===== src/rtl/rebd_pkg.sv =====
`timescale 1ns / 1ps
// Shared types and constants for the rotary encoder and button decoder.
// No dependencies; imported by every module of the block.
package rebd_pkg;

    // Configuration register map
    localparam int unsigned CFG_IDX_W  = 2;
    localparam int unsigned CFG_DATA_W = 8;
    localparam int unsigned PERIOD_W   = 8;

    localparam logic [CFG_IDX_W-1:0] REG_ENC_PERIOD  = 2'd0;
    localparam logic [CFG_IDX_W-1:0] REG_BTN_PERIOD  = 2'd1;
    localparam logic [CFG_IDX_W-1:0] REG_DECODE_MODE = 2'd2;

    // Reset values of the configuration registers
    localparam logic [PERIOD_W-1:0] ENC_PERIOD_RST = 8'd2;
    localparam logic [PERIOD_W-1:0] BTN_PERIOD_RST = 8'd13;

    // Decode modes
    localparam logic MODE_ARM_COMPLETE = 1'b0;
    localparam logic MODE_ABSOLUTE     = 1'b1;

    // Absolute mode phase codes {a, b}
    localparam logic [1:0] PHASE_REST  = 2'b00;
    localparam logic [1:0] PHASE_LEFT  = 2'b01;
    localparam logic [1:0] PHASE_RIGHT = 2'b10;

    // Input word: one timer tick with the pin levels
    typedef struct packed {
        logic phase_a_level;
        logic phase_b_level;
        logic button_level;
    } rebd_in_t;

    // Result word: event flags for this tick
    typedef struct packed {
        logic step_left;
        logic step_right;
        logic button_pressed;
        logic button_released;
    } rebd_out_t;

    // Configuration as seen by the decode core
    typedef struct packed {
        logic [PERIOD_W-1:0] enc_period;
        logic [PERIOD_W-1:0] btn_period;
        logic                decode_mode;
    } rebd_cfg_t;

endpackage


===== src/rtl/rebd_core.sv =====
`timescale 1ns / 1ps
// Decode core: tick counters, encoder arm/step logic and button edge logic.
// Depends on rebd_pkg. State advances once per accepted word.
module rebd_core
    import rebd_pkg::*;
#(
    parameter int unsigned TICK_COUNT_BITS = 8
) (
    input  logic      aclk,
    input  logic      aresetn,
    input  logic      accept,
    input  rebd_in_t  in_word,
    input  rebd_cfg_t cfg,
    output rebd_out_t result
);

    localparam int unsigned CMP_W = (TICK_COUNT_BITS > PERIOD_W) ? TICK_COUNT_BITS : PERIOD_W;

    logic [TICK_COUNT_BITS-1:0] enc_cnt_reg, enc_cnt_next;
    logic [TICK_COUNT_BITS-1:0] btn_cnt_reg, btn_cnt_next;
    logic                       left_armed_reg, left_armed_next;
    logic                       right_armed_reg, right_armed_next;
    logic                       held_reg, held_next;
    logic [1:0]                 prev_phase_reg, prev_phase_next;

    logic [TICK_COUNT_BITS-1:0] enc_inc, btn_inc;
    logic                       enc_check, btn_check;
    logic                       a, b, btn;
    logic                       la1, ra1, la2;
    logic                       arm_step_l, arm_step_r;
    logic [1:0]                 phase;

    assign a   = in_word.phase_a_level;
    assign b   = in_word.phase_b_level;
    assign btn = in_word.button_level;

    // Counters wrap within their width, then compare against the period
    assign enc_inc   = enc_cnt_reg + 1'b1;
    assign btn_inc   = btn_cnt_reg + 1'b1;
    assign enc_check = CMP_W'(enc_inc) >= CMP_W'(cfg.enc_period);
    assign btn_check = CMP_W'(btn_inc) >= CMP_W'(cfg.btn_period);

    // Arm-and-complete: left rules first, right rules see updated left flag
    assign la1        = left_armed_reg | (!a && b && !left_armed_reg && !right_armed_reg);
    assign arm_step_l = a && b && la1 && !right_armed_reg;
    assign la2        = arm_step_l ? 1'b0 : la1;
    assign ra1        = right_armed_reg | (!b && a && !right_armed_reg && !la2);
    assign arm_step_r = b && a && ra1 && !la2;

    assign phase = {a, b};

    // Next state and this tick's flags
    always_comb begin
        enc_cnt_next     = enc_check ? '0 : enc_inc;
        btn_cnt_next     = btn_check ? '0 : btn_inc;
        left_armed_next  = left_armed_reg;
        right_armed_next = right_armed_reg;
        prev_phase_next  = prev_phase_reg;
        held_next        = held_reg;
        result           = '0;

        if (enc_check) begin
            if (cfg.decode_mode == MODE_ARM_COMPLETE) begin
                result.step_left  = arm_step_l;
                result.step_right = arm_step_r;
                left_armed_next   = la2;
                right_armed_next  = arm_step_r ? 1'b0 : ra1;
            end else begin
                result.step_left  = (phase == PHASE_REST) && (prev_phase_reg == PHASE_LEFT);
                result.step_right = (phase == PHASE_REST) && (prev_phase_reg == PHASE_RIGHT);
                prev_phase_next   = phase;
            end
        end

        if (btn_check) begin
            result.button_pressed  = !btn && !held_reg;
            result.button_released = btn && held_reg;
            held_next              = !btn;
        end
    end

    // State registers
    always_ff @(posedge aclk) begin
        if (!aresetn) begin
            enc_cnt_reg     <= '0;
            btn_cnt_reg     <= '0;
            left_armed_reg  <= 1'b0;
            right_armed_reg <= 1'b0;
            held_reg        <= 1'b0;
            prev_phase_reg  <= PHASE_REST;
        end else if (accept) begin
            enc_cnt_reg     <= enc_cnt_next;
            btn_cnt_reg     <= btn_cnt_next;
            left_armed_reg  <= left_armed_next;
            right_armed_reg <= right_armed_next;
            held_reg        <= held_next;
            prev_phase_reg  <= prev_phase_next;
        end
    end

endmodule


===== src/rtl/rotary_encoder_button_decoder_unit.sv =====
`timescale 1ns / 1ps
// Rotary encoder and push-button decoder, top level.
// Result word: registered into the output register, or, while that one waits
// on m_ready, into the skid register. Throughput: one word per cycle while the
// skid register is empty, so input stays accepted while one result waits.
// Reset: synchronous active-low aresetn clears counters and flags and loads
// the default config (periods 2 and 13, arm-and-complete mode).
// Depends on rebd_pkg and rebd_core.
module rotary_encoder_button_decoder_unit
    import rebd_pkg::*;
#(
    parameter int unsigned TICK_COUNT_BITS = 8
) (
    input  logic                  aclk,
    input  logic                  aresetn,
    // configuration write port
    input  logic                  cfg_we,
    input  logic [CFG_IDX_W-1:0]  cfg_addr,
    input  logic [CFG_DATA_W-1:0] cfg_wdata,
    // input channel
    input  logic                  s_valid,
    output logic                  s_ready,
    input  rebd_in_t              s_data,
    // result channel
    output logic                  m_valid,
    input  logic                  m_ready,
    output rebd_out_t             m_data
);

    rebd_cfg_t cfg_reg;
    rebd_out_t core_result;
    rebd_out_t out_reg, skid_reg;
    logic      out_valid_reg, skid_valid_reg;
    logic      accept, pop;

    assign s_ready = !skid_valid_reg;
    assign accept  = s_valid && s_ready;
    assign pop     = out_valid_reg && m_ready;
    assign m_valid = out_valid_reg;
    assign m_data  = out_reg;

    // Configuration registers
    always_ff @(posedge aclk) begin
        if (!aresetn) begin
            cfg_reg.enc_period  <= ENC_PERIOD_RST;
            cfg_reg.btn_period  <= BTN_PERIOD_RST;
            cfg_reg.decode_mode <= MODE_ARM_COMPLETE;
        end else if (cfg_we) begin
            unique case (cfg_addr)
                REG_ENC_PERIOD:  cfg_reg.enc_period  <= cfg_wdata[PERIOD_W-1:0];
                REG_BTN_PERIOD:  cfg_reg.btn_period  <= cfg_wdata[PERIOD_W-1:0];
                REG_DECODE_MODE: cfg_reg.decode_mode <= cfg_wdata[0];
                default: ;
            endcase
        end
    end

    rebd_core #(
        .TICK_COUNT_BITS(TICK_COUNT_BITS)
    ) u_core (
        .aclk   (aclk),
        .aresetn(aresetn),
        .accept (accept),
        .in_word(s_data),
        .cfg    (cfg_reg),
        .result (core_result)
    );

    // Output register with skid stage
    always_ff @(posedge aclk) begin
        if (!aresetn) begin
            out_valid_reg  <= 1'b0;
            skid_valid_reg <= 1'b0;
        end else if (skid_valid_reg) begin
            if (pop) begin
                out_reg        <= skid_reg;
                skid_valid_reg <= 1'b0;
            end
        end else if (accept) begin
            if (!out_valid_reg || pop) begin
                out_reg       <= core_result;
                out_valid_reg <= 1'b1;
            end else begin
                skid_reg       <= core_result;
                skid_valid_reg <= 1'b1;
            end
        end else if (pop) begin
            out_valid_reg <= 1'b0;
        end
    end

endmodule


===== config.mk =====
export PLATFORM = sky130hd
export DESIGN_NAME = rotary_encoder_button_decoder_unit
export DESIGN_NICKNAME = d
export VERILOG_FILES = /design/src/rtl/rebd_pkg.sv /design/src/rtl/rebd_core.sv /design/src/rtl/rotary_encoder_button_decoder_unit.sv
export SDC_FILE = /design/constraint.sdc
export NUM_CORES = 1
export LEC_CHECK = 0
export ABC_CLOCK_PERIOD_IN_PS = 2600
export BUFFER_PORTS_ARGS = -buffer_cell sky130_fd_sc_hd__buf_2
export CORE_MARGIN = 2
export CORE_UTILIZATION = 59
export CTS_CLUSTER_SIZE = 14
export DETAILED_ROUTE_END_ITERATION = 10
export PLACE_DENSITY = 0.84
export SKIP_LAST_GASP = 1
export SLEW_MARGIN = 20
export SYNTH_ARGS = -nofsm -noshare
export SYNTH_HDL_FRONTEND = slang
export SYNTH_HIERARCHICAL = 1
export SYNTH_SLANG_ARGS = --single-unit

===== constraint.sdc =====
create_clock -name aclk -period 2.6 [get_ports aclk]
set_input_delay 0.13 -clock aclk [delete_from_list [all_inputs] [get_ports aclk]]
set_output_delay 0.13 -clock aclk [all_outputs]
set_load 0.01 [all_outputs]

* Word-level counts from Yosys, hierarchy flattened
Index checks and enable logic that the tools add are counted.
W data, S select, Z words.
** Storage, ports and cells
- Word-level logic and storage cells :: 93
- Bits of input ports :: 18
- Output and inout port bits :: 6
- Bits in read-only memories :: 0
- Register bits after elaboration :: 48
- Memories :: 0
- Bits in latches :: 0
- Memory bits (writable) :: 0
** Operators by class
- Multiply operators :: 0
- Reductions and logical operators :: 41
- Divide/modulo/power cells :: 0
- Order comparisons :: 2
- Eq/ne operators :: 6
- Shift operators :: 0
- Add/subtract/negate cells :: 2
- Bitwise gates (word level) :: 5
- Muxes and demuxes :: 18
** Operators with widths (count)
- $logic_and A1 B1 Y1 :: 17
- $add A8 B1 Y8 const B :: 2
- $ge A8 B8 Y1 :: 2
- $mux W4 :: 4
- $mux W8 :: 2
- $logic_not A1 Y1 :: 9
- $mux W1 :: 9
- $reduce_and A3 Y1 :: 3
- $reduce_and A2 Y1 :: 4
- $reduce_and A4 Y1 :: 2
- $mux W2 :: 3
- $reduce_bool A2 Y1 :: 3
- $eq A2 B1 Y1 const B :: 2
- $eq A2 B2 Y1 const B :: 2
- $logic_not A2 Y1 :: 2
- $ne A2 B1 Y1 const B :: 2
- $not A1 Y1 :: 3
- $or A1 B1 Y1 :: 2
- $logic_or A1 B1 Y1 :: 1

* Depth between registers and ports, before layout
- Word-level depth :: 18
- Gate-level depth with buffers :: 11
- Depth with buffers taken out :: 10

* Cells and area by module
Netlist, hierarchy kept.
** By module, submodules not included
- rebd_core :: instances 1, cells an instance 180, area each 1514.0 um^2, sequential area each 420.4 um^2
- rotary_encoder_button_decoder_unit :: instances 1, cells an instance 96, area each 1049.8 um^2, sequential area each 620.6 um^2

* Least setup slack after synthesis
Ideal clock, no wire load.
- Kind :: register to register
- Start :: register u_core.btn_cnt_reg[2]
- End :: register out_reg, in the netlist m_data[0] (data pin)
- Setup time :: 260 ps
- Cell stages (with the launch flop) :: 10
- Slack :: 347 ps
- Path buffers :: 0
- Arrival :: 1994 ps
- Cells stage by stage :: dfxtp_1 -> nand3_2 -> nor3_1 -> xor2_1 -> ha_1 -> a21oi_1 -> o21a_1 -> o21ai_2 -> and3_1 -> mux2_2
** RTL lines
- start: declaration :: line rebd_core.sv:20 : logic [TICK_COUNT_BITS-1:0] btn_cnt_reg, btn_cnt_next;
- start signal: assignment :: line rebd_core.sv:93 : btn_cnt_reg <= btn_cnt_next;
- end signal: assignment :: line rotary_encoder_button_decoder_unit.sv:76 : out_reg <= skid_reg;
- end signal: assignment :: line rotary_encoder_button_decoder_unit.sv:81 : out_reg <= core_result;
- end: declaration :: line rotary_encoder_button_decoder_unit.sv:32 : rebd_out_t out_reg, skid_reg;

==> results.cfg <==
[power]
leakagePower_nw = 1.21
powerDensity_nw_per_um2 = 542
peakVddDrop_v = 0.000526

[finish]
largest_reg_flops = 17
finalInstanceArea_um2 = 2840
nFillCells = 320
drive_above_1_share_pct = 23.6
area_delta_synth_final_pct = 10.7
layout_common_cells = nand2_1, dfxtp_1, buf_2
fin_nets = 336
layout_commonest_cell = nand2_1
n_antenna_cell = 0

[timing]
rsz0062_at_grt = false
setup_viol = 0
skew_ns = 0.00621
tns_ns = 0
fin_crit_ns = 2.42
slew_violations = 0
worstMarginPinSlew_ns = 0.692
period_share_pct = 93.0
hold_viol = 0
relSlewSlack_pct = 53.9
finalWorstSetupSlack_ns = 0.182
timing.fmax_mhz = 414

[global_route]
grt_util_all_layers_pct = 21.6
grt.overflow.total = 0
grt_pass1_wl_mm = 8.48
grt_pass1_vias = 1874
grt_antenna_before_repair = 0
grt_max_degree = 21

[drt]
post_drt_via_cell_ratio = 5.65
drcViolationCount = 0
via_count = 1982
drt_pass1_iterations = 4
avgRoutedWirePerCell_um = 14.0
ant_nets = 0
drt_iter0_markers = 116
wirelength_mm = 4.92

[clock_network]
worstSkewPairLatency_ns = 0.30
cts_buffers = 5
clkSlewWorstSetupHoldPaths_ns = 0.08
cts.sinks = 48
cts_setup_buffers = 0
clockBufferDepth = 2
hold_buffers = 0
cts_tree = built
root_buffer = clkbuf_8
h-tree-depth = 2

[setup_path]
cp_data_required_time_ns = 2.66
worst-path-buf-inv = 0
crit_path_cell_trace = nand3_1, nor3_2, xor2_1, ha_1, a21oi_1, o21a_1, o21ai_2, and3_1, mux2_2
worstPathArrival_ns = 2.48
crit_type = register to register
start_kind = register
crit_path_top_delay_cell = dfxtp_1
cp_top_family = simple AND/OR/NAND/NOR gates
worst_setup_path_end_kind = register
path_max_fanout = 7
max_stage_delay_ns = 0.46

[floorplanning]
fp.dieArea_um2 = 4890
core_area_um2 = 4090
start_util_pct = 62.7
pin_count = 24
die_width_um = 69.9
die_h_um = 69.9
rows = 23

[job]
max_cap_viol_count = 0

[placement]
gp_congestion = 0.806
place_ws_ns = 0.143
placed_area_um2 = 2710
dpl.hpwl_mm = 3.58
portBuffers = 23

[run_status]
outcome = completed

[logic_synthesis]
syn_area_per_cell_um2 = 9.29
yosysUniqueCellTypes = 43
syn-cell-area_um2 = 2560
synthCells = 276
synth_seq_cells = 48
synth_edf_count = 8
yosysSeqAreaShare_pct = 40.6
synth_top_flop_cell = dfxtp_1
syn_nets = 312
yosysWarnings = 6
async_flop_share_pct = 0

[hold_path]
hp-class = input port to register
==> synthesized netlist by cell type, drive strengths merged, types with 3 or more instances <==
master,n,area share (%)
a21o,3,0.88
a21oi,15,2.9
a22o,6,2.3
buf,5,1.5
clkbuf,5,0.78
dfxtp,40,31
edfxtp,8,9.4
ha,18,8.8
inv,21,3.1
mux2,4,1.8
mux2i,6,2.3
nand2,43,6.3
nand2b,9,2.5
nand3,21,4.9
nand3b,4,1.2
nor2,9,1.3
nor3b,4,1.2
o21a,4,1.2
o21ai,21,5.3
xnor2,5,1.7
xor2,5,1.7
==> stage by stage <==
step / power (mW) / cells / hold slack (ns) / utilization [%]
2_1_floorplan: 0.963 / 276 / 0.246 / -
3_3_place_gp: 1.01 / 343 / 0.367 / 66.4
3_5_place_dp: 1.02 / 343 / 0.363 / 66.4
4_1_cts: 1.54 / 351 / 0.0485 / 69.0
5_1_grt: 1.60 / 351 / 0.0548 / 69.5
6_report: 1.54 / 351 / 0.0577 / 69.5
==> report_power, final <==
group          internal [mW]  switching (mW)
Sequential             0.778          0.0197
Clock                  0.286           0.244
Combinational         0.0964           0.116
==> logic make-up (layout without fill, tap and decap cells) <==
group | Yosys count | count (layout) | share of synthesized area, %
compound gates | 56 | 56 | 16.9
xor+xnor | 10 | 10 | 3.42
flops | 48 | 48 | 40.6
simple gates | 103 | 103 | 20.8
buf+inv | 31 | 56 | 5.32
fa+ha+maj | 18 | 18 | 8.78
mux | 10 | 10 | 4.10
==> worst register-to-register path, delay by kind of cell (launching register included) <==
kind                     cells  cell delay (ns)
multiplexers                 1             0.26
XOR/XNOR                     1             0.23
AND/OR/NAND/NOR              3             0.50
flip-flops                   1             0.46
adder cells (fa/ha/maj)      1             0.29
AO/OA/AOI/OAI                3             0.43
==> area by class of cell <==
class	count	area, um^2	area share, %
timing repair buffer	27	145	5.11
clock buffer	6	72.6	2.56
clock inverter	2	35.0	1.23
inverter	21	78.8	2.78
multi-input combinational	197	1400	49.3
sequential	48	1050	36.8
tap	50	62.6	2.20
==> repair_timing <==
item,CTS,global route
setup endpoints to repair,0,15
endpoints found under the hold margin,0,0
gates resized for setup,0,7
==> worst paths after layout <==
| path | start | end | slack (ns) | cells past startpoint |
|---|---|---|---|---|
| hold / removal | cfg_wdata[3] | cfg_reg[4]$_SDFFE_PN1P_ | 0.06 | 3 |
| setup reg to reg | u_core/btn_cnt_reg[3]$_SDFFE_PN0P_ | m_data[0]$_DFFE_PP_ | 0.18 | 9 |
| setup / recovery | u_core/btn_cnt_reg[3]$_SDFFE_PN0P_ | m_data[0]$_DFFE_PP_ | 0.18 | 9 |
| hold reg to reg | u_core/btn_cnt_reg[6]$_SDFFE_PN0P_ | u_core/btn_cnt_reg[6]$_SDFFE_PN0P_ | 0.46 | 2 |
==> layer usage <==
layer  GRT usage [%]  part of all wire [%]  vias to the layer above
met2            33.5                    49                       35
met5               0                     0                        -
li1                -                     -                     1006
met4            10.3                   2.1                        0
met3            3.90                   3.3                       10
met1            29.1                    46                      931
(Power assumes the default switching activity.)
